File: config.mk
export PLATFORM = sky130hd
export DESIGN_NAME = drpu_ctrl
export DESIGN_NICKNAME = d
export VERILOG_FILES = /design/src/drpu_pkg.sv /design/src/drpu_ctrl.sv
export SDC_FILE = /design/constraint.sdc
export NUM_CORES = 1
export LEC_CHECK = 0
export BUFFER_PORTS_ARGS = -buffer_cell sky130_fd_sc_hd__buf_2
export CORE_MARGIN = 3
export CORE_UTILIZATION = 25
export DETAILED_ROUTE_END_ITERATION = 7
export HOLD_SLACK_MARGIN = 0.12
export PLACE_DENSITY_LB_ADDON = 0.05
export SETUP_SLACK_MARGIN = 0.15
export SLEW_MARGIN = 20
export SYNTH_ARGS = -nofsm -noshare
export SYNTH_HDL_FRONTEND = slang
export SYNTH_SLANG_ARGS = --single-unit
File: constraint.sdc
create_clock -name clk -period 1.26 [get_ports clk]
set_clock_uncertainty 0.2 [all_clocks]
set_input_delay 0.252 -clock clk [delete_from_list [all_inputs] [get_ports clk]]
set_output_delay 0.252 -clock clk [all_outputs]
set_load 0.1 [all_outputs]
File: src/drpu_pkg.sv
// Shared types, constants and tables for the position keeper with undo.
package drpu_pkg;

  localparam int HISTORY_DEPTH_DEF = 128;
  localparam int CORDIC_STEPS_DEF  = 16;

  localparam int S_DATA_W = 96;
  localparam int M_DATA_W = 80;
  localparam int POS_W    = 32;
  localparam int DELTA_W  = 24;
  localparam int DIST_W   = 24;
  localparam int ROT_W    = 34;  // CORDIC x/y, 30 fraction bits
  localparam int ANG_W    = 32;  // CORDIC z, 2^-22 degree units
  localparam int PROD_W   = DIST_W + 1 + ROT_W;
  localparam int STEP_W   = PROD_W - 30;

  // Heading constants in 1/64 degree units.
  localparam int HALF_TURN    = 180 * 64;
  localparam int QUARTER_TURN = HALF_TURN / 2;
  localparam int FULL_TURN    = HALF_TURN * 2;

  localparam logic signed [ROT_W-1:0] CORDIC_GAIN = 34'sd652032874;

  localparam logic [1:0] CMD_CART  = 2'd0;
  localparam logic [1:0] CMD_POLAR = 2'd1;
  localparam logic [1:0] CMD_UNDO  = 2'd2;
  localparam logic [1:0] CMD_QUERY = 2'd3;

  typedef struct packed {
    logic load_in;
    logic init_polar;
    logic rot_step;
    logic mul_x;
    logic mul_y;
    logic round_y;
    logic apply;
    logic pop_read;
    logic pop_load;
    logic out_load;
  } dp_cmd_t;

  typedef struct packed {
    logic [1:0] code;
    logic       stack_empty;
    logic       rot_last;
  } dp_stat_t;

  // arctan(2^-i) in 2^-22 degree units, rounded
  function automatic logic signed [ANG_W-1:0] atan_entry(input logic [4:0] idx);
    logic signed [ANG_W-1:0] v;
    unique case (idx)
      5'd0:  v = 32'sd188743680;
      5'd1:  v = 32'sd111421900;
      5'd2:  v = 32'sd58872272;
      5'd3:  v = 32'sd29884485;
      5'd4:  v = 32'sd15000234;
      5'd5:  v = 32'sd7507429;
      5'd6:  v = 32'sd3754631;
      5'd7:  v = 32'sd1877430;
      5'd8:  v = 32'sd938729;
      5'd9:  v = 32'sd469366;
      5'd10: v = 32'sd234683;
      5'd11: v = 32'sd117342;
      5'd12: v = 32'sd58671;
      5'd13: v = 32'sd29335;
      5'd14: v = 32'sd14668;
      5'd15: v = 32'sd7334;
      5'd16: v = 32'sd3667;
      5'd17: v = 32'sd1833;
      5'd18: v = 32'sd917;
      5'd19: v = 32'sd458;
      5'd20: v = 32'sd229;
      5'd21: v = 32'sd115;
      5'd22: v = 32'sd57;
      5'd23: v = 32'sd29;
      default: v = '0;
    endcase
    return v;
  endfunction

endpackage

File: src/drpu_ctrl.sv
// Command sequencer: steps the datapath through one command word at a time.
module drpu_ctrl (
  input  logic               clk,
  input  logic               rst,
  input  logic               s_tvalid,
  output logic               s_tready,
  output logic               m_tvalid,
  input  logic               m_tready,
  input  drpu_pkg::dp_stat_t stat,
  output drpu_pkg::dp_cmd_t  cmd
);
  import drpu_pkg::*;

  localparam logic [3:0] ST_IDLE  = 4'd0;
  localparam logic [3:0] ST_DISP  = 4'd1;
  localparam logic [3:0] ST_ROT   = 4'd2;
  localparam logic [3:0] ST_MULX  = 4'd3;
  localparam logic [3:0] ST_MULY  = 4'd4;
  localparam logic [3:0] ST_RNDY  = 4'd5;
  localparam logic [3:0] ST_APPLY = 4'd6;
  localparam logic [3:0] ST_POPRD = 4'd7;
  localparam logic [3:0] ST_POPLD = 4'd8;
  localparam logic [3:0] ST_DONE  = 4'd9;

  logic [3:0] state, state_next;
  logic       out_free;

  assign s_tready = (state == ST_IDLE);
  assign out_free = !m_tvalid || m_tready;

  always_comb begin
    state_next = state;
    cmd        = '0;
    unique case (state)
      ST_IDLE: begin
        if (s_tvalid) begin
          cmd.load_in = 1'b1;
          state_next  = ST_DISP;
        end
      end
      ST_DISP: begin
        unique case (stat.code)
          CMD_CART:  state_next = ST_APPLY;
          CMD_POLAR: begin
            cmd.init_polar = 1'b1;
            state_next     = ST_ROT;
          end
          CMD_UNDO:  state_next = stat.stack_empty ? ST_DONE : ST_POPRD;
          default:   state_next = ST_DONE;
        endcase
      end
      ST_ROT: begin
        cmd.rot_step = 1'b1;
        if (stat.rot_last) state_next = ST_MULX;
      end
      ST_MULX: begin
        cmd.mul_x  = 1'b1;
        state_next = ST_MULY;
      end
      ST_MULY: begin
        cmd.mul_y  = 1'b1;
        state_next = ST_RNDY;
      end
      ST_RNDY: begin
        cmd.round_y = 1'b1;
        state_next  = ST_APPLY;
      end
      ST_APPLY: begin
        cmd.apply  = 1'b1;
        state_next = ST_DONE;
      end
      ST_POPRD: begin
        cmd.pop_read = 1'b1;
        state_next   = ST_POPLD;
      end
      ST_POPLD: begin
        cmd.pop_load = 1'b1;
        state_next   = ST_DONE;
      end
      ST_DONE: begin
        if (out_free) begin
          cmd.out_load = 1'b1;
          state_next   = ST_IDLE;
        end
      end
      default: state_next = ST_IDLE;
    endcase
  end

  always_ff @(posedge clk) begin
    if (rst) begin
      state    <= ST_IDLE;
      m_tvalid <= 1'b0;
    end else begin
      state <= state_next;
      if (cmd.out_load) m_tvalid <= 1'b1;
      else if (m_tready) m_tvalid <= 1'b0;
    end
  end

endmodule

---- Yosys cells after proc, flatten, opt, wreduce, memory -nomap -nowiden ----
Index checks and enable logic that the tools add are counted.
storage, ports and cells
  output and inout port bits .............. 12
  register bits ........................... 5
cells by class
  equality and inequality tests ........... 14
  mux-type cells .......................... 21
  reductions and logical operators ........ 7
operators by type and width
  cell                                                                    number
  4-bit one-hot mux with 9 select lines                                   1
  4-bit by 3-bit equality test with 1-bit output (second input constant)  4
  4-bit 2-to-1 mux                                                        4
  1-bit 2-to-1 mux                                                        15
  4-bit one-hot mux with 3 select lines                                   1
  4-bit by 2-bit equality test with 1-bit output (second input constant)  2
  4-bit equality test (second input constant)                             2
  2-bit inequality test (second input constant)                           3
  4-bit by 1-bit equality test with 1-bit output (second input constant)  1
  4-bit logical NOT                                                       1
  3-bit AND reduction                                                     1
  2-bit by 1-bit equality test with 1-bit output (second input constant)  1
  2-bit equality test (second input constant)                             1
  2-bit logical NOT                                                       1
  2-bit nonzero test                                                      1
  2-bit OR reduction                                                      1
  1-bit logical NOT                                                       1
  1-bit logical OR                                                        1

---- Logic depth before layout (Yosys ltp) ----
  depth in word-level cells ............... 5
  depth in mapped cells ................... 4
  mapped depth without buffers ............ 3

---- Worst setup path after synthesis ----
OpenSTA, ideal clock, no wires.
  kind .................................... register to output
  start ................................... register state[1]
  end ..................................... output port cmd[9] (netlist name)
  arrival ................................. 4.381 ns
  path slack .............................. -3.573 ns
  cell stages (with the launch flop) ...... 4
  data required time ...................... 0.808 ns
  cell sequence ........................... dfxtp_1 -> buf_4 -> nor4_1 -> and2_1
RTL lines
  element                 RTL line         RTL
  from (decl)             drpu_ctrl.sv:25  logic [3:0] state, state_next;
  from (signal assigned)  drpu_ctrl.sv:95  state <= state_next;
  to (decl)               drpu_ctrl.sv:10  output drpu_pkg::dp_cmd_t cmd

==> metrics.txt <==
Overflow after GRT=0; Post-Syn Instances=50; Netlist cell types=27; Pins Over Slew Limit=0; Synth Cell Area=around 380 um^2; max-cap violation count=0; count of state elements after synthesis=5; Crit path max-delay family=simple AND/OR/NAND/NOR gates; global-route wire length before repair=approximately 2500 um; Core Region=roughly 0.0014 mm^2; crit-path max cell delay=between 0.3 and 0.4 ns; chip width=about 45 um; P&R area growth vs syn=184%; crit path cell chain=nand2b_4, nor4b_4, buf_12; EDFF count, synth=0; asr flop ratio synth=0; Core Util, Final=0.792; Commonest cells post-synth=5 x dfxtp_1, 5 x nor2_1, 5 x nor3_1, 3 x inv_1, 3 x o21ai_0; DP Wirelength=slightly below 1000 um; setup violators final=13; PD cells=between 1000 and 1500 mW/mm^2; PnR worst setup slack=-0.499 ns; YS warnings=0; fin area=approximately 0.0011 mm^2; Main synth FF type=dfxtp_1; Max Fclk=between 0.5 and 0.6 GHz; Die Span Y=about 45 um; Final Wtd Congestion=~0.8; setup TNS=-5.45 ns; Startpoint Class=register; fraction of layout cells with a size suffix above 1=0.780; worst hold slack=roughly 0.060 ns; Filler cells=84; Die Footprint=between 0.002 and 0.0025 mm^2; WP buf/inv=1; clock transition at the registers of the reported paths=0.05 ns; peak supply drop=between 0.6 and 0.7 mV; port bufs=19; TritonCTS clock tree=done; leakage=between 0.4 and 0.5 nW; dominant cell type by area after synthesis=dfxtp_1; period utilisation layout=1.40; Hold Crit Class=in -> reg; slew margin rel.=0.803; Crit-path slowest cell=dfxtp_4; vias in the first global route=between 500 and 600; Clock Sinks=5; CP arrival=1.31 ns; CP required=~0.81 ns; initial antenna violation count=0; final hold violations=0; WL per Instance=between 10 and 15 um; Max Buffers Root-to-Sink=2; Clock Latency Late Sink=0.25 ns; critical path fanouts, max=6; Crit Path Category=reg -> out; via count=about 550; outcome=complete, but fails checks; Tmin final=approximately 1.8 ns; Starting DRT DRC Count=5; Syn Nets=58; First-pass DRT Iterations=4; top post-synthesis cells by area=dfxtp_1 26%, nor3_1 6.6%, nor2_1 4.9%; IO Count=20; drt drc=0; TritonCTS buffer count=3; total global-route track usage=0.172; Final Total Pwr=between 1 and 1.5 mW; RSZ-0062 raised after global routing=true; Core Rows=13; Worst-Margin Slew=slightly below 0.3 ns; Yosys top cell area share=0.262; final wirelength=between 1000 and 1500 um; post-DR vias/cell=approximately 5.2; Post-Syn Area per Cell=between 7 and 8 um^2; Worst setup EP type=output pin; initial core utilization=0.279; Placed Instance Area=between 800 and 900 um^2; largest net degree at the start of global routing=8; antenna diode count=0; failing checks=negative setup slack; sequential fraction of the synthesis area=0.262; CTS Root Cell=clkbuf_4; NumNets Final=100; H-tree Lvls=1; Antenna Nets Post-Route=0
cell usage in the layout, fill, tap and decap left out, drive strengths merged:
cell type   n
a21boi      1
a21oi       2
a221oi      1
a31oi       2
and2        1
buf        41
clkbuf      4
dfxtp       5
inv         3
mux2i       1
nand2       2
nand2b      2
nand3       1
nand4       1
nor2        6
nor2b       2
nor3        5
nor4        1
nor4b       3
o2111ai     1
o21ai       3
o21ba       1
o41ai       1
or4         1
state kept, by name, indices dropped and copies added, names as in the netlist:
name and count:
m_tvalid 1, state 4
through the flow:
step / cells / setup slack, ns
2_1_floorplan: 50 / -1.24
3_3_place_gp: 95 / -0.258
3_5_place_dp: 95 / -0.278
6_report: 106 / -0.499
5_1_grt: 106 / -0.549
4_1_cts: 103 / -0.500
cell families after synthesis:
| kind of cell | share of synthesized area |
|---|---|
| buf+inv | 0.0951 |
| flops | 0.262 |
| compound gates | 0.213 |
| mux | 0.0262 |
| simple gates | 0.403 |
where the power goes:
group / switching, mW / total [mW] / internal (mW)
combinational: 0.545 / 0.972 / 0.427
clock: 0.0756 / 0.196 / 0.120
sequential: 0.0550 / 0.239 / 0.184
total: 0.675 / 1.41 / 0.731
timing repair:
| action | CTS | global route |
|---|---|---|
| buffers inserted | 4 | 3 |
| pin swaps | 7 | 7 |
| gates resized for setup | 18 | 10 |
| setup endpoints to repair | 16 | 17 |
| hold endpoints to repair | 4 | 4 |
area by class of cell:
type	count	area, um^2	area share
multi-input combinational	38	433	0.400
inverter	3	11.3	0.0104
clock buffer	4	26.3	0.0243
tap	15	18.8	0.0173
sequential	5	119	0.110
timing repair buffer	41	474	0.438
path summary, 6_finish.rpt:
path / startpoint / endpoint / slack (ns) / depth (start not counted)
setup / recovery: state[3] / cmd[8] / -0.50 / 3
hold / removal: rst / state[3] / 0.06 / 2
setup reg to reg: state[2] / state[0] / -0.33 / 6
hold reg to reg: state[1] / state[1] / 0.46 / 3
routing by layer:
| metal | wire, um | up-vias | global-route usage |
|---|---|---|---|
| met5 | 0 | - | 0 |
| met4 | 0 | 0 | 0.0702 |
| met3 | 107 | 0 | 0.0518 |
| met2 | 782 | 26 | 0.274 |
| met1 | 608 | 253 | 0.214 |
| li1 | - | 270 | - |
No activity file was read; power rests on OpenSTA's default activity.
